--- src/sv/bch_26_16_burst_decoder_assert.svh ---
// ----------------------------------------------------------------------------
// bch_26_16_burst_decoder_assert.svh
// Assertion macros for the burst decoder back end.
// ----------------------------------------------------------------------------
`ifndef BCH_26_16_BURST_DECODER_ASSERT_SVH
`define BCH_26_16_BURST_DECODER_ASSERT_SVH

// Check an implication on every clock edge outside reset.
`define BCHBD_ASSERT(lbl, prop, msg) \
  lbl: assert property (@(posedge clk_i) disable iff (!rst_ni) prop) else $error(msg);

// Check that a condition never holds outside reset.
`define BCHBD_NEVER(lbl, cond, msg) \
  lbl: assert property (@(posedge clk_i) disable iff (!rst_ni) !(cond)) else $error(msg);

`endif

--- src/sv/bchbd_pkg.sv ---
// ----------------------------------------------------------------------------
// bchbd_pkg
// Types, constants and syndrome helpers for the BCH(26,16) burst decoder.
// ----------------------------------------------------------------------------
package bchbd_pkg;

  localparam int CwBits      = 26;
  localparam int ParBits     = 10;
  localparam int DataBits    = 16;
  localparam int BurstBits   = 5;
  localparam int BurstSpan   = 22;
  localparam int ShiftBits   = 5;
  localparam int TotalBits   = 15;
  localparam int QueueDepthDef = 2;

  localparam logic [ParBits:0]     GenPoly  = 11'h5B9;
  localparam logic [TotalBits-1:0] BytesCap = 15'd32766;

  typedef enum logic [1:0] {
    STAT_CLEAN = 2'd0,
    STAT_CORR  = 2'd1,
    STAT_UNCOR = 2'd2,
    STAT_SKIP  = 2'd3
  } status_e;

  // One classified group as it travels from front to back.
  typedef struct packed {
    logic [CwBits-1:0]  cw;
    logic               eom;
    logic [ParBits-1:0] syn;
    logic               clean;
  } item_t;

  typedef logic [ParBits-1:0] syn_tab_t [CwBits];

  // Residue of x^b modulo the generator for every codeword bit.
  function automatic syn_tab_t build_syn_tab();
    syn_tab_t          t;
    logic [ParBits:0]  r;
    r = 11'd1;
    for (int b = 0; b < CwBits; b++) begin
      t[b] = r[ParBits-1:0];
      r = r << 1;
      if (r[ParBits]) r = r ^ GenPoly;
    end
    return t;
  endfunction

  localparam syn_tab_t SynTab = build_syn_tab();

  // Syndrome as the XOR of the residues of the set bits.
  function automatic logic [ParBits-1:0] syndrome(input logic [CwBits-1:0] cw);
    logic [ParBits-1:0] s;
    s = '0;
    for (int b = 0; b < CwBits; b++) begin
      if (cw[b]) s = s ^ SynTab[b];
    end
    return s;
  endfunction

  // Multiply a residue by x^-1 modulo the generator.
  function automatic logic [ParBits-1:0] div_x(input logic [ParBits-1:0] r);
    logic [ParBits:0] t;
    t = {1'b0, r} ^ (r[0] ? GenPoly : '0);
    return t[ParBits:1];
  endfunction

endpackage

--- src/sv/bch_26_16_burst_decoder.sv ---
// Path: clean or skipped group, through the queue and the output register;
//   corrected or uncorrectable group: pop, 22 search steps, finish.
// Throughput: one clean or skipped group per cycle while output is taken and
//   no search runs; a search holds the back end, one residue step per shift.
// Reset clears the queue, the byte count, the failure flag and output valid.
// ----------------------------------------------------------------------------
// bch_26_16_burst_decoder
// Shortened BCH(26,16) decoder with burst correction and message byte totals.
// ----------------------------------------------------------------------------
module bch_26_16_burst_decoder #(
  parameter int QueueDepth = bchbd_pkg::QueueDepthDef
) (
  input  logic                            clk_i,
  input  logic                            rst_ni,
  input  logic                            in_valid_i,
  output logic                            in_ready_o,
  input  logic [bchbd_pkg::CwBits-1:0]    codeword_i,
  input  logic                            end_of_message_i,
  output logic                            out_valid_o,
  input  logic                            out_ready_i,
  output logic [bchbd_pkg::DataBits-1:0]  data_word_o,
  output logic [1:0]                      group_status_o,
  output logic                            message_done_o,
  output logic [bchbd_pkg::TotalBits-1:0] byte_total_o
);

  logic             push;
  logic             full;
  logic             pop;
  logic             q_valid;
  bchbd_pkg::item_t f_item;
  bchbd_pkg::item_t q_item;

  // Classify incoming beats.
  bchbd_front u_front (
    .in_valid_i       (in_valid_i),
    .in_ready_o       (in_ready_o),
    .codeword_i       (codeword_i),
    .end_of_message_i (end_of_message_i),
    .push_o           (push),
    .item_o           (f_item),
    .full_i           (full)
  );

  // Hold classified groups.
  bchbd_queue #(
    .Depth (QueueDepth)
  ) u_queue (
    .clk_i   (clk_i),
    .rst_ni  (rst_ni),
    .push_i  (push),
    .item_i  (f_item),
    .full_o  (full),
    .pop_i   (pop),
    .valid_o (q_valid),
    .item_o  (q_item)
  );

  // Search, account and deliver.
  bchbd_back u_back (
    .clk_i          (clk_i),
    .rst_ni         (rst_ni),
    .q_valid_i      (q_valid),
    .q_item_i       (q_item),
    .q_pop_o        (pop),
    .out_valid_o    (out_valid_o),
    .out_ready_i    (out_ready_i),
    .data_word_o    (data_word_o),
    .group_status_o (group_status_o),
    .message_done_o (message_done_o),
    .byte_total_o   (byte_total_o)
  );

endmodule

--- src/sv/bchbd_front.sv ---
// ----------------------------------------------------------------------------
// bchbd_front
// Accepts groups, computes the syndrome and marks clean groups.
// ----------------------------------------------------------------------------
module bchbd_front (
  input  logic                         in_valid_i,
  output logic                         in_ready_o,
  input  logic [bchbd_pkg::CwBits-1:0] codeword_i,
  input  logic                         end_of_message_i,
  output logic                         push_o,
  output bchbd_pkg::item_t             item_o,
  input  logic                         full_i
);

  logic [bchbd_pkg::ParBits-1:0] syn;

  // Classify the incoming beat by its syndrome.
  always_comb begin
    syn          = bchbd_pkg::syndrome(codeword_i);
    item_o.cw    = codeword_i;
    item_o.eom   = end_of_message_i;
    item_o.syn   = syn;
    item_o.clean = (syn == '0);
  end

  // Take a beat whenever the queue has room.
  assign in_ready_o = !full_i;
  assign push_o     = in_valid_i && !full_i;

endmodule

--- src/sv/bchbd_queue.sv ---
// ----------------------------------------------------------------------------
// bchbd_queue
// Small FIFO of classified groups between front and back.
// ----------------------------------------------------------------------------
module bchbd_queue #(
  parameter int Depth = bchbd_pkg::QueueDepthDef  // at least 2
) (
  input  logic             clk_i,
  input  logic             rst_ni,
  input  logic             push_i,
  input  bchbd_pkg::item_t item_i,
  output logic             full_o,
  input  logic             pop_i,
  output logic             valid_o,
  output bchbd_pkg::item_t item_o
);

  localparam int PtrW = $clog2(Depth);
  localparam int CntW = $clog2(Depth + 1);

  bchbd_pkg::item_t mem_q [Depth];
  logic [PtrW-1:0]  wr_ptr_q, wr_ptr_d;
  logic [PtrW-1:0]  rd_ptr_q, rd_ptr_d;
  logic [CntW-1:0]  cnt_q, cnt_d;

  assign full_o  = (cnt_q == CntW'(Depth));
  assign valid_o = (cnt_q != '0);
  assign item_o  = mem_q[rd_ptr_q];

  // Advance pointers and fill count.
  always_comb begin
    wr_ptr_d = wr_ptr_q;
    rd_ptr_d = rd_ptr_q;
    cnt_d    = cnt_q;
    if (push_i) begin
      wr_ptr_d = (wr_ptr_q == PtrW'(Depth - 1)) ? '0 : wr_ptr_q + 1'b1;
    end
    if (pop_i) begin
      rd_ptr_d = (rd_ptr_q == PtrW'(Depth - 1)) ? '0 : rd_ptr_q + 1'b1;
    end
    if (push_i && !pop_i) cnt_d = cnt_q + 1'b1;
    else if (!push_i && pop_i) cnt_d = cnt_q - 1'b1;
  end

  always_ff @(posedge clk_i or negedge rst_ni) begin
    if (!rst_ni) begin
      wr_ptr_q <= '0;
      rd_ptr_q <= '0;
      cnt_q    <= '0;
    end else begin
      wr_ptr_q <= wr_ptr_d;
      rd_ptr_q <= rd_ptr_d;
      cnt_q    <= cnt_d;
    end
  end

  // Store the pushed beat.
  always_ff @(posedge clk_i) begin
    if (push_i) mem_q[wr_ptr_q] <= item_i;
  end

endmodule

--- src/sv/bchbd_back.sv ---
// ----------------------------------------------------------------------------
// bchbd_back
// Burst search, message accounting and the output register.
// ----------------------------------------------------------------------------
`include "bch_26_16_burst_decoder_assert.svh"

module bchbd_back (
  input  logic                            clk_i,
  input  logic                            rst_ni,
  input  logic                            q_valid_i,
  input  bchbd_pkg::item_t                q_item_i,
  output logic                            q_pop_o,
  output logic                            out_valid_o,
  input  logic                            out_ready_i,
  output logic [bchbd_pkg::DataBits-1:0]  data_word_o,
  output logic [1:0]                      group_status_o,
  output logic                            message_done_o,
  output logic [bchbd_pkg::TotalBits-1:0] byte_total_o
);

  typedef enum logic [1:0] {
    ST_IDLE,
    ST_SEARCH,
    ST_FIN
  } state_e;

  localparam logic [bchbd_pkg::ShiftBits-1:0] LastK =
    bchbd_pkg::ShiftBits'(bchbd_pkg::BurstSpan - 1);

  state_e                             state_q, state_d;
  logic [bchbd_pkg::CwBits-1:0]       cw_q, cw_d;
  logic                               eom_q, eom_d;
  logic [bchbd_pkg::ParBits-1:0]      r_q, r_d;
  logic [bchbd_pkg::ShiftBits-1:0]    k_q, k_d;
  logic                               found_q, found_d;
  logic [bchbd_pkg::BurstBits-1:0]    best_val_q, best_val_d;
  logic [bchbd_pkg::ShiftBits-1:0]    best_k_q, best_k_d;
  logic [bchbd_pkg::TotalBits-1:0]    good_q, good_d;
  logic                               failed_q, failed_d;
  logic                               out_valid_q, out_valid_d;
  logic [bchbd_pkg::DataBits-1:0]     data_q, data_d;
  bchbd_pkg::status_e                 status_q, status_d;
  logic                               done_q, done_d;
  logic [bchbd_pkg::TotalBits-1:0]    total_q, total_d;

  logic                               slot_free;
  logic                               hit;
  logic                               emit;
  bchbd_pkg::status_e                 e_status;
  logic [bchbd_pkg::DataBits-1:0]     e_data;
  logic                               e_eom;
  logic [bchbd_pkg::CwBits-1:0]       pat;
  logic [bchbd_pkg::CwBits-1:0]       fixed;
  logic [bchbd_pkg::TotalBits:0]      sum;
  logic [bchbd_pkg::TotalBits-1:0]    good_after;
  logic                               failed_after;

  assign slot_free = !out_valid_q || out_ready_i;
  // A residue below x^5 is a burst value that fits at the current shift.
  assign hit   = (r_q[bchbd_pkg::ParBits-1:bchbd_pkg::BurstBits] == '0);
  assign pat   = bchbd_pkg::CwBits'(best_val_q) << best_k_q;
  assign fixed = cw_q ^ pat;
  assign sum   = {1'b0, good_q} + (bchbd_pkg::TotalBits + 1)'(2);

  always_comb begin
    state_d     = state_q;
    cw_d        = cw_q;
    eom_d       = eom_q;
    r_d         = r_q;
    k_d         = k_q;
    found_d     = found_q;
    best_val_d  = best_val_q;
    best_k_d    = best_k_q;
    good_d      = good_q;
    failed_d    = failed_q;
    out_valid_d = out_valid_q;
    data_d      = data_q;
    status_d    = status_q;
    done_d      = done_q;
    total_d     = total_q;
    q_pop_o     = 1'b0;
    emit        = 1'b0;
    e_status    = bchbd_pkg::STAT_CLEAN;
    e_data      = '0;
    e_eom       = eom_q;

    // Drop the output beat once taken.
    if (out_valid_q && out_ready_i) out_valid_d = 1'b0;

    unique case (state_q)
      ST_IDLE: begin
        if (q_valid_i && slot_free) begin
          q_pop_o = 1'b1;
          e_eom   = q_item_i.eom;
          if (failed_q) begin
            emit     = 1'b1;
            e_status = bchbd_pkg::STAT_SKIP;
          end else if (q_item_i.clean) begin
            emit     = 1'b1;
            e_status = bchbd_pkg::STAT_CLEAN;
            e_data   = q_item_i.cw[bchbd_pkg::CwBits-1:bchbd_pkg::ParBits];
          end else begin
            cw_d    = q_item_i.cw;
            eom_d   = q_item_i.eom;
            r_d     = q_item_i.syn;
            k_d     = '0;
            found_d = 1'b0;
            state_d = ST_SEARCH;
          end
        end
      end
      ST_SEARCH: begin
        // Keep the smallest burst value; on a tie the higher shift wins.
        if (hit && (!found_q || r_q[bchbd_pkg::BurstBits-1:0] <= best_val_q)) begin
          found_d    = 1'b1;
          best_val_d = r_q[bchbd_pkg::BurstBits-1:0];
          best_k_d   = k_q;
        end
        r_d = bchbd_pkg::div_x(r_q);
        if (k_q == LastK) state_d = ST_FIN;
        else k_d = k_q + 1'b1;
      end
      ST_FIN: begin
        if (slot_free) begin
          emit = 1'b1;
          if (found_q) begin
            e_status = bchbd_pkg::STAT_CORR;
            e_data   = fixed[bchbd_pkg::CwBits-1:bchbd_pkg::ParBits];
          end else begin
            e_status = bchbd_pkg::STAT_UNCOR;
          end
          state_d = ST_IDLE;
        end
      end
      default: state_d = ST_IDLE;
    endcase

    // Count decoded bytes and close the message on its last group.
    failed_after = failed_q || (e_status == bchbd_pkg::STAT_UNCOR);
    good_after   = good_q;
    if (e_status == bchbd_pkg::STAT_CLEAN || e_status == bchbd_pkg::STAT_CORR) begin
      good_after = (sum > {1'b0, bchbd_pkg::BytesCap}) ? bchbd_pkg::BytesCap
                                                       : sum[bchbd_pkg::TotalBits-1:0];
    end
    if (emit) begin
      out_valid_d = 1'b1;
      data_d      = e_data;
      status_d    = e_status;
      done_d      = e_eom;
      if (e_eom) begin
        total_d  = failed_after ? '0 : good_after;
        good_d   = '0;
        failed_d = 1'b0;
      end else begin
        total_d  = '0;
        good_d   = good_after;
        failed_d = failed_after;
      end
    end
  end

  always_ff @(posedge clk_i or negedge rst_ni) begin
    if (!rst_ni) begin
      state_q     <= ST_IDLE;
      cw_q        <= '0;
      eom_q       <= 1'b0;
      r_q         <= '0;
      k_q         <= '0;
      found_q     <= 1'b0;
      best_val_q  <= '0;
      best_k_q    <= '0;
      good_q      <= '0;
      failed_q    <= 1'b0;
      out_valid_q <= 1'b0;
      data_q      <= '0;
      status_q    <= bchbd_pkg::STAT_CLEAN;
      done_q      <= 1'b0;
      total_q     <= '0;
    end else begin
      state_q     <= state_d;
      cw_q        <= cw_d;
      eom_q       <= eom_d;
      r_q         <= r_d;
      k_q         <= k_d;
      found_q     <= found_d;
      best_val_q  <= best_val_d;
      best_k_q    <= best_k_d;
      good_q      <= good_d;
      failed_q    <= failed_d;
      out_valid_q <= out_valid_d;
      data_q      <= data_d;
      status_q    <= status_d;
      done_q      <= done_d;
      total_q     <= total_d;
    end
  end

  assign out_valid_o    = out_valid_q;
  assign data_word_o    = data_q;
  assign group_status_o = status_q;
  assign message_done_o = done_q;
  assign byte_total_o   = total_q;

  `BCHBD_ASSERT(a_pop_in_idle, q_pop_o |-> state_q == ST_IDLE, "pop outside idle")
  `BCHBD_ASSERT(a_search_not_failed, state_q == ST_SEARCH |-> !failed_q, "search after failure")
  `BCHBD_NEVER(a_total_mid_msg, out_valid_q && !done_q && total_q != '0, "total before last group")
  `BCHBD_ASSERT(a_fail_zero_data, out_valid_q && (status_q == bchbd_pkg::STAT_UNCOR || status_q == bchbd_pkg::STAT_SKIP) |-> data_q == '0, "failed group with data")

endmodule
--- config.mk ---
export PLATFORM = sky130hd
export DESIGN_NAME = bch_26_16_burst_decoder
export DESIGN_NICKNAME = d
export VERILOG_FILES = /design/src/sv/bchbd_pkg.sv /design/src/sv/bch_26_16_burst_decoder.sv /design/src/sv/bchbd_front.sv /design/src/sv/bchbd_queue.sv /design/src/sv/bchbd_back.sv
export VERILOG_INCLUDE_DIRS = /design/src /design/src/sv
export SDC_FILE = /design/constraint.sdc
export NUM_CORES = 1
export LEC_CHECK = 0
export ABC_AREA = 1
export BUFFER_PORTS_ARGS = -buffer_cell sky130_fd_sc_hd__clkbuf_2
export CAP_MARGIN = 15
export CORE_MARGIN = 1.5
export CORE_UTILIZATION = 56
export DETAILED_ROUTE_END_ITERATION = 10
export GPL_TIMING_DRIVEN = 0
export PLACE_DENSITY_LB_ADDON = 0.05
export SLEW_MARGIN = 20
export SYNTH_ARGS = -nofsm -noshare
export SYNTH_HDL_FRONTEND = slang
export SYNTH_HIERARCHICAL = 1
export SYNTH_SLANG_ARGS = --single-unit
export TNS_END_PERCENT = 20
--- constraint.sdc ---
create_clock -name clk_i -period 2.7 [get_ports clk_i]
set_clock_uncertainty 0.05 [all_clocks]
set_input_delay 0.405 -clock clk_i [delete_from_list [all_inputs] [get_ports clk_i]]
set_output_delay 0.405 -clock clk_i [all_outputs]
set_load 0.01 [all_outputs]
---- Word-level counts from Yosys, hierarchy flattened ----
Memory sizes are Yosys's and may differ from the RTL's.
Cells that the tools add are included.
operators by class
  reduce and logical (&&, ||, !) cells .... 29
  divide/modulo/power cells ............... 0
  bitwise operators ....................... 29
  magnitude comparators ................... 2
  $add $sub $neg .......................... 6
  multiply operators ...................... 0
  multiplexer cells ....................... 81
  shifts and indexed selects .............. 1
  equality and inequality tests ........... 13
operators by type and width
  kind                     number
  $mux W10                 14
  $mux W16                 5
  $mux W15                 5
  $pmux W16 S2             1
  $not A5 Y5               6
  $not A6 Y6               5
  $mux W9                  3
  $shl A5 B5 Y26           1
  $xor A26 B26 Y26         1
  $mux W5                  5
  $mux W2                  12
  $mux W7                  3
  $mux W1                  20
  $pmux W10 S2             1
  $add A15 B2 Y16 const B  1
  $gt A16 B15 Y1 const B   1
  $mux W8                  2
  $reduce_and A5 Y1        3
  $not A7 Y7               2
  $mux W6                  2
  $mux W11                 1
  $xor A10 B11 Y11         1
  $logic_not A10 Y1        1
  $pmux W5 S2              1
  other kinds (28)         64
storage, ports and cells
  bits of input ports ..................... 31
  RAM bits ................................ 76
  output and inout port bits .............. 36
  bits in registers ....................... 110
  memories ................................ 1
  bits in latches ......................... 0
  ROM bits ................................ 0
memory list
  name           depth  width  rd ports  clocked after memory_dff  write ports  RTL line           RTL
  u_queue.mem_q  2      38     1         0                         1            bchbd_queue.sv:21  bchbd_pkg::item_t mem_q [Depth];

---- Longest topological paths before layout ----
Gate-level depths: netlist (run 1).
  depth in word-level cells ............... 43
  depth in mapped cells ................... 15
  depth with buffers taken out ............ 14

---- Cells and area by module ----
Netlist (run 1), hierarchy kept.
by module, submodules not included
  module       instances  area an instance (um^2)  sequential area each (um^2)  cells an instance
  bchbd_back   1          5,332.6                  2,402.3                      719
  bchbd_queue  1          2,995.4                  2,382.3                      143
  bchbd_front  1          1,647.8                  0.0                          348

---- Worst setup path after synthesis (run 1) ----
OpenSTA, ideal clock, no wires.
  path type ............................... register to register
  start point ............................. register u_queue.cnt_q[1]
  end point ............................... memory u_queue/mem_q[0][0] in the netlist's numbering (enable)
  stages on the path, launching flop included .. 6
  library setup time ...................... 433 ps
  arrival ................................. 2,371 ps
  buffers on the path ..................... 0
  period minus slack after synthesis ...... 2,854 ps
  path slack .............................. -154 ps
  cells stage by stage .................... dfrtp_1 inv_1 nor2_1 nor2_1 inv_1 nor2_1
between the ends
  longest elaborated chain between the ends .. 5
ends and longest elaborated chain
  item                           RTL line                       RTL
  start, declared                bchbd_queue.sv:24              logic [CntW-1:0] cnt_q, cnt_d;
  start signal, assigned         bchbd_queue.sv:53              cnt_q <= cnt_d;
  $eq A2 B2 Y1                   bchbd_queue.sv:26              assign full_o = (cnt_q == CntW'(Depth));
  via full                       bch_26_16_burst_decoder.sv:28  logic full;
  $logic_not A1 Y1               bchbd_front.sv:28              assign push_o = in_valid_i && !full_i;
  $logic_and A1 B1 Y1            bchbd_front.sv:28
  via push                       bch_26_16_burst_decoder.sv:27  logic push;
  $mux W1                        bchbd_queue.sv:59              if (push_i) mem_q[wr_ptr_q] <= item_i;
  $mux W1 (not written as such)  bchbd_queue.sv:59
  end, declared                  bchbd_queue.sv:21
The timed path passes the listed nets, and every way through them passes these cells.

==> out/summary.log, run 1 <==
[outcome] result of the run finished, final reports clean
[final_layout] final cell count without fillers 1477
[power] pwr dens 949 nW/um2
[setup_path] reg2reg setup slack 0.05 ns
[routing] number of vias per cell after detailed routing 5.24
[setup_path] crit path capture type flip-flop
[clocking] count of buffers added by post-CTS timing repair for setup 0
[placed_design] RD Place Congestion 0.934
[final_layout] Register Area 4180 um2
[timing] setup repair after global routing missed its margin true
[timing] worst-case setup margin in the final layout 0.0486 ns
[yosys] Synth Net Count 1210
[clocking] maximum count of clock buffers along a single path 2
[setup_path] Crit Reg-Reg Endpoint u_back/cw_q[22]
[setup_path] crit path max-delay cell type sky130_fd_sc_hd__dfrtp_1
[timing] worst relative slew slack 54.6%
[placed_design] count of buffers from port buffering 56
[clocking] H-tree depth 4
[routing] final routed wirelength across all metal layers 21.8 mm
[clocking] TritonCTS Sinks 156
[final_layout] area occupied by multi-input gates 4220 um2
[routing] total vias in the final route 7740
[power] clock group share of total power 26.6%
[timing] Worst-Margin Slew 0.681 ns
[clocking] CTS clk-pin slew, worst paths 0.07 ns
[clocking] latest clock arrival within the worst-skew pair 0.43 ns
[final_layout] number of diodes 0
[yosys] yosys synthesis warning count 6
[clocking] number of buffers created by CTS 17
[floorplanning] Die H 131 um
[placed_design] Post-Place Setup Slack -0.256 ns
[min_path] destination of the worst hold path u_queue/mem_q[0][26]
[power] overall power 9.94 mW
[floorplanning] standard cell core area 15900 um2
[power] switching share of total power 37.8%
[yosys] Mean Syn Cell Area 7.85 um2
[setup_path] biggest fanout along the worst timing path 10
[min_path] count of cells along the worst hold path 1
[flow_run] number of maximum-capacitance constraint violations 0
[routing] wire length per cell after detailed routing 14.8 um
[placed_design] half-perimeter wire length after placement 15.9 mm
[timing] final number of max-transition violations 0
[floorplanning] Cell Rows 46
[timing] fmax 0.377 GHz
[final_layout] final net count 1288
[final_layout] fraction of layout instances using a drive strength above 1 17.8%
[clocking] CTS tree yes
[final_layout] synthesis-to-layout area growth 14.0%
[floorplanning] Die Area 17200 um2
[setup_path] data required time of the critical path 2.97 ns
[floorplanning] overall die width 131 um
[placed_design] placed cell count 1444
[final_layout] final design utilization 65.7%
[global_routing] All-Layer GR Usage 27.1%
[timing] min cycle time layout 2.65 ns
[setup_path] number of cells on the worst reg-to-reg path 10
[power] net switching component of the power 3.75 mW
[setup_path] maximum cell stage delay along the critical path 0.48 ns
[routing] iteration count of the initial detailed-routing pass 7
[global_routing] initial antenna violation count 0
[setup_path] Arr. time, crit path 2.92 ns
[timing] Final setup violation count 0
[power] proportion of power drawn by flip-flops and latches 37.5%
[timing] Fin. Hold Viols 0
[global_routing] wire length of the first global-routing pass 35.4 mm
[timing] Fin Hold WS 0.109 ns
[global_routing] total grt overflow 0
[floorplanning] initial core utilization 57.6%
[power] VDD IR-drop max 0.574 mV
[routing] number of nets still failing antenna checks after routing 0
[floorplanning] number of ports placed on the die boundary 67
[min_path] hold path start codeword_i[14]
[final_layout] # fillers 1389
[routing] total DRC errors in the routed layout 0
[clocking] buffer type at the clock tree root sky130_fd_sc_hd__clkbuf_16
[setup_path] crit start category flip-flop
[setup_path] critical path class reg2reg
[setup_path] cell repeated most along the worst path sky130_fd_sc_hd__nand2_1
[global_routing] pin count of the biggest net entering global routing 86
[timing] period utilization 98.2%
[routing] detailed router's first-iteration violation count 603
[yosys] number of instances in the synthesized netlist 1170
[power] Pleak 5.11 nW
[setup_path] worst path cell trace buf_6, buf_8, mux2_4, inv_1, nand2_1, nor2_2, inv_1, clkbuf_2, nand2_1, nand2_1
[power] internal power summed over all cells 6.18 mW
[global_routing] via count of the first global-routing pass 7141
[yosys] area of the mapped netlist 9190 um2
[setup_path] r2r startpoint u_queue/rd_ptr_q
[min_path] worst min-delay path class in2reg
[power] Gate power share 36.0%
## registers in the layout (all words and copies together) (netlist names), 5 cells and up
signal               count
u_back/byte_total_o     15
u_back/best_k_q          5
u_back/r_q              10
u_back/data_word_o      16
u_back/cw_q             16
u_back/best_val_q        5
u_queue/mem_q           56
u_back/k_q               5
u_back/good_q           15
## critical path, delay by kind of cell (launching register included)
kind | cells | cell delay (ns)
DFF | 1 | 0.48
muxes | 1 | 0.32
and+or+nand+nor | 4 | 0.63
buffers and inverters | 5 | 1.05
## per-layer routing
layer / track usage (%) / vias to the layer above / share of wire, %
li1: - / 3900 / -
met1: 34.9 / 3644 / 46
met2: 47.4 / 175 / 49
met3: 4.71 / 21 / 3.9
met4: 7.37 / 0 / 1.1
met5: 0 / - / 0
## how the worst max path moves through the flow
stage,endpoint,startpoint
2_1_floorplan,u_queue/mem_q[0][0],u_queue/cnt_q[1]
3_3_place_gp,u_queue/mem_q[0][28],u_queue/cnt_q[1]
3_5_place_dp,u_back/good_q[11],u_queue/rd_ptr_q
4_1_cts,u_back/cw_q[22],u_queue/rd_ptr_q
5_1_grt,u_back/cw_q[12],u_queue/rd_ptr_q
6_report,u_back/cw_q[22],u_queue/rd_ptr_q
## final cells by class
cell class,instances,share of cell area [%]
clock buffers,17,4.06
well taps,216,2.58
repair buffers,59,3.31
clock inverters,15,2.13
multi-input cells,848,40.3
plain buffers,52,3.50
inverters,114,4.23
flip-flops and latches,156,39.9
## placed cells by master, fill, tap and decap left out, types with 3 or more instances in the layout
| cell type | n |
|---|---|
| sky130_fd_sc_hd__nor2_1 | 60 |
| sky130_fd_sc_hd__or2_2 | 4 |
| sky130_fd_sc_hd__inv_1 | 92 |
| sky130_fd_sc_hd__xnor2_1 | 10 |
| sky130_fd_sc_hd__inv_2 | 15 |
| sky130_fd_sc_hd__mux2_2 | 18 |
| sky130_fd_sc_hd__o22ai_1 | 4 |
| sky130_fd_sc_hd__buf_4 | 25 |
| sky130_fd_sc_hd__a21oi_1 | 23 |
| sky130_fd_sc_hd__clkbuf_2 | 58 |
| sky130_fd_sc_hd__nand4_1 | 13 |
| sky130_fd_sc_hd__nand3b_1 | 5 |
| sky130_fd_sc_hd__nand3_1 | 78 |
| sky130_fd_sc_hd__nor2_4 | 4 |
| sky130_fd_sc_hd__xor2_1 | 13 |
| sky130_fd_sc_hd__clkbuf_16 | 17 |
| sky130_fd_sc_hd__buf_6 | 5 |
| sky130_fd_sc_hd__bufinv_16 | 4 |
| sky130_fd_sc_hd__a31oi_1 | 9 |
| sky130_fd_sc_hd__inv_8 | 3 |
| sky130_fd_sc_hd__nand3_2 | 4 |
| sky130_fd_sc_hd__nand2_2 | 13 |
| sky130_fd_sc_hd__and2_1 | 3 |
| sky130_fd_sc_hd__buf_2 | 4 |
| sky130_fd_sc_hd__nand2_4 | 10 |
| sky130_fd_sc_hd__o21ai_0 | 39 |
| sky130_fd_sc_hd__o211ai_1 | 13 |
| sky130_fd_sc_hd__nor2_2 | 9 |
| sky130_fd_sc_hd__nor3_1 | 4 |
| sky130_fd_sc_hd__clkbuf_1 | 11 |
| sky130_fd_sc_hd__dfrtp_1 | 100 |
| sky130_fd_sc_hd__inv_6 | 7 |
| sky130_fd_sc_hd__mux2_4 | 10 |
| sky130_fd_sc_hd__ha_1 | 9 |
| sky130_fd_sc_hd__edfxtp_1 | 56 |
| sky130_fd_sc_hd__nand2_1 | 478 |
| sky130_fd_sc_hd__inv_4 | 4 |
## stage by stage
step           area (um2)  TNS, ns
4_1_cts             10500        0
6_report            10500        0
2_1_floorplan        9190        0
3_3_place_gp         9740   -36.94
3_5_place_dp         9800    -4.04
5_1_grt             10500   -0.264
## power by group through the flow
stage | clock network [mW] | logic (mW) | registers, mW
3_3_place_gp | 0 | 3.42 | 3.74
6_report | 2.64 | 3.58 | 3.72
5_1_grt | 2.77 | 4.05 | 3.80
3_5_place_dp | 0 | 3.54 | 3.74
4_1_cts | 2.67 | 3.58 | 3.71
2_1_floorplan | 0 | 2.51 | 3.69
## what timing repair did
| item | in CTS | in global routing |
|---|---|---|
| resized for setup | 3 | 7 |
| hold buffers | 1 | 0 |
| endpoints found under the setup margin | 22 | 31 |
| endpoints found under the hold margin | 15 | 0 |
(Power assumes the default switching activity.)
==> run 2, diff against run 1 <==
--- a/config.mk
+++ b/config.mk
@@ -6,11 +6,11 @@
 export SDC_FILE = /design/constraint.sdc
 export NUM_CORES = 1
 export LEC_CHECK = 0
-export ABC_AREA = 1
 export BUFFER_PORTS_ARGS = -buffer_cell sky130_fd_sc_hd__clkbuf_2
 export CAP_MARGIN = 15
 export CORE_MARGIN = 1.5
-export CORE_UTILIZATION = 56
+export CORE_UTILIZATION = 55
+export CTS_CLUSTER_DIAMETER = 60
 export DETAILED_ROUTE_END_ITERATION = 10
 export GPL_TIMING_DRIVEN = 0
 export PLACE_DENSITY_LB_ADDON = 0.05
==> run 2 against run 1 <==
Against the previous run: clock power shrank 14%; core utilization shrank 0.23 points; combinational power grew 21%; flip-flop and latch count is the same; die area shrank 8.6%; critical endpoint is now u_back/best_k_q[1]; register-to-register slack gained 0.03 ns; highest routed layer unchanged; synthesized area shrank 10%.
==> out/summary.log, run 2 <==
[yosys] Mean Syn Cell Area 11.5 um2 [+47%]
[power] Pleak 4.12 nW [-19%]
[routing] total DRC errors in the routed layout 0 [unchanged]
[power] pwr dens 1090 nW/um2 [+15%]
[clocking] buffer type at the clock tree root sky130_fd_sc_hd__clkbuf_16
[setup_path] data required time of the critical path 2.95 ns [-0.02 ns]
[final_layout] number of diodes 0 [unchanged]
[setup_path] critical path class reg2reg
[floorplanning] number of ports placed on the die boundary 67 [unchanged]
[routing] total vias in the final route 5772 [-25%]
[timing] fmax 0.381 GHz [+1.0%]
[min_path] worst min-delay path class in2reg
[setup_path] crit start category flip-flop
[timing] worst relative slew slack 52.6% [-2.0 points]
[timing] Worst-Margin Slew 0.711 ns [+0.0298 ns]
[global_routing] via count of the first global-routing pass 5830 [-18%]
[final_layout] final design utilization 65.5% [-0.23 points]
[power] VDD IR-drop max 0.653 mV [+14%]
[routing] met3 WL 658 um [-23%]
[yosys] area of the mapped netlist 8230 um2 [-10%]
[timing] final number of max-transition violations 0 [unchanged]
[setup_path] Arr. time, crit path 2.88 ns [-0.04 ns]
[final_layout] leading cell type in the layout, fill and taps excluded sky130_fd_sc_hd__dfrtp_1
[placed_design] Post-Place Setup Slack -0.224 ns [+0.0317 ns]
[timing] Fin. Hold Viols 0 [unchanged]
[flow_run] number of maximum-capacitance constraint violations 0 [unchanged]
[clocking] CTS tree yes
[floorplanning] Die Area 15700 um2 [-8.6%]
[routing] wire length per cell after detailed routing 18.9 um [+28%]
[final_layout] top register by number of flip-flops u_queue/mem_q
[clocking] TritonCTS Sinks 156 [unchanged]
[timing] Final setup violation count 0 [unchanged]
[timing] final-layout setup total negative slack 0 ns [unchanged]
[floorplanning] Cell Rows 44 [-4.3%]
[global_routing] pin count of the biggest net entering global routing 62 [-28%]
[global_routing] wire length of the first global-routing pass 30.5 mm [-14%]
[routing] top sig layer met4
[floorplanning] Die H 125 um [-4.4%]
[placed_design] RD Place Congestion 0.892 [-4.5%]
[timing] period utilization 97.2% [-1.0 points]
[final_layout] fraction of layout instances using a drive strength above 1 27.1% [+9.3 points]
[yosys] Synth Net Count 754 [-38%]
[routing] number of nets still failing antenna checks after routing 0 [unchanged]
[final_layout] most used cells in the layout excluding fill and tap cells 99 x sky130_fd_sc_hd__dfrtp_1, 65 x sky130_fd_sc_hd__clkbuf_2, 59 x sky130_fd_sc_hd__nand2_1, 56 x sky130_fd_sc_hd__edfxtp_1, 48 x sky130_fd_sc_hd__mux2_2
[final_layout] synthesis-to-layout area growth 16.0%
[timing] Fin Hold WS 0.118 ns [+0.00802 ns]
[setup_path] crit path capture type flip-flop
[routing] final routed wirelength across all metal layers 19.0 mm [-13%]
[routing] number of vias per cell after detailed routing 5.74 [+9.5%]
[final_layout] final net count 849 [-34%]
[global_routing] total grt overflow 0 [unchanged]
[clocking] maximum count of clock buffers along a single path 2 [unchanged]
[floorplanning] overall die width 125 um [-4.4%]
[clocking] CTS clk-pin slew, worst paths 0.07 ns [about the same]
[placed_design] half-perimeter wire length after placement 13.8 mm [-13%]
[yosys] yosys synthesis warning count 6 [unchanged]
[placed_design] count of buffers from port buffering 64 [+14%]
[final_layout] flip-flop count of the largest register, all copies and words added 56 [unchanged]
[timing] min cycle time layout 2.62 ns [-0.0275 ns]
[power] overall power 10.5 mW [+5.2%]
[clocking] number of buffers created by CTS 17 [unchanged]
[global_routing] initial antenna violation count 0 [unchanged]
[yosys] number of instances in the synthesized netlist 714 [-39%]
[clocking] latest clock arrival within the worst-skew pair 0.42 ns [about the same]
[routing] wire length the detailed router placed on met1 8.16 mm [-19%]
[routing] WL met2 9.76 mm [-8.6%]
[timing] setup repair after global routing missed its margin true
[global_routing] All-Layer GR Usage 25.1% [-2.1 points]
[routing] iteration count of the initial detailed-routing pass 5 [-2]
[timing] worst-case setup margin in the final layout 0.0761 ns [+0.0275 ns]
[setup_path] biggest fanout along the worst timing path 10 [unchanged]
[routing] detailed router's first-iteration violation count 417 [-31%]
[outcome] result of the run finished, final reports clean
[floorplanning] standard cell core area 14600 um2 [-8.5%]
[floorplanning] initial core utilization 56.4% [-1.2 points]
[clocking] H-tree depth 4 [unchanged]
-- run 2: critical path: stages (launching register included) --
cell and delay, ns:
sky130_fd_sc_hd__dfrtp_1 0.36, sky130_fd_sc_hd__clkbuf_1 0.23, sky130_fd_sc_hd__inv_1 0.15, sky130_fd_sc_hd__ha_1 0.15, sky130_fd_sc_hd__nor2b_1 0.04, sky130_fd_sc_hd__o21a_1 0.16
sky130_fd_sc_hd__o21a_1 0.16, sky130_fd_sc_hd__o21a_1 0.18, sky130_fd_sc_hd__o221ai_1 0.22, sky130_fd_sc_hd__and3b_1 0.22, sky130_fd_sc_hd__clkbuf_4 0.22, sky130_fd_sc_hd__mux2_2 0.35
-- run 2: path summary, 6_finish.rpt --
kind	slack, ns	start	cells past startpoint	to
hold reg to reg	0.42	u_back/byte_total_o[14]	1	u_back/byte_total_o[14]
hold / removal	0.12	codeword_i[21]	1	u_queue/mem_q[0][33]
setup reg to reg	0.08	u_back/r_q[0]	11	u_back/best_k_q[1]
min in group asynchronous	0.42	rst_ni	2	u_queue/cnt_q[1]
setup / recovery	0.08	u_back/r_q[0]	11	u_back/best_k_q[1]
max in group asynchronous	1.56	rst_ni	3	u_back/good_q[12]
-- run 2: power breakdown --
part,switching (mW),internal [mW],total [mW],leakage [nW]
registers,0.519,3.31,3.83,1.82
logic,2.49,1.85,4.34,2.03
clock network,0.991,1.29,2.28,0.268
total,4.00,6.45,10.5,4.12
-- run 2: what timing repair did --
| item | CTS | global route |
|---|---|---|
| buffers inserted | 5 | 6 |
| hold buffers | 1 | 0 |
| pin swaps | 2 | 2 |
| endpoints found under the setup margin | 30 | 54 |
| endpoints found under the hold margin | 39 | 0 |
| gates resized for setup | 5 | 14 |
-- run 2: metal layers --
layer / global-route usage [%] / vias up
met5: 0 / -
met4: 8.42 / 0
met3: 5.31 / 31
met2: 43.9 / 156
met1: 31.0 / 2837
li1: - / 2748
-- run 2: metrics by stage --
stage | instance area, um2 | cells
after floorplan | 8230 | 714
after global placement | 8780 | 962
after detailed placement | 8850 | 964
after CTS | 9490 | 1002
after global routing | 9550 | 1006
final | 9550 | 1006
-- run 2: cell type report --
class | instances | area (um2)
Multi-Input combinational cell | 492 | 3730
Sequential cell | 156 | 4190
Tap cell | 184 | 230
Fill cell | 1162 | 5040
Clock inverter | 14 | 134
Clock buffer | 18 | 429
Buffer | 51 | 314
Timing Repair Buffer | 78 | 480
Inverter | 13 | 48.8
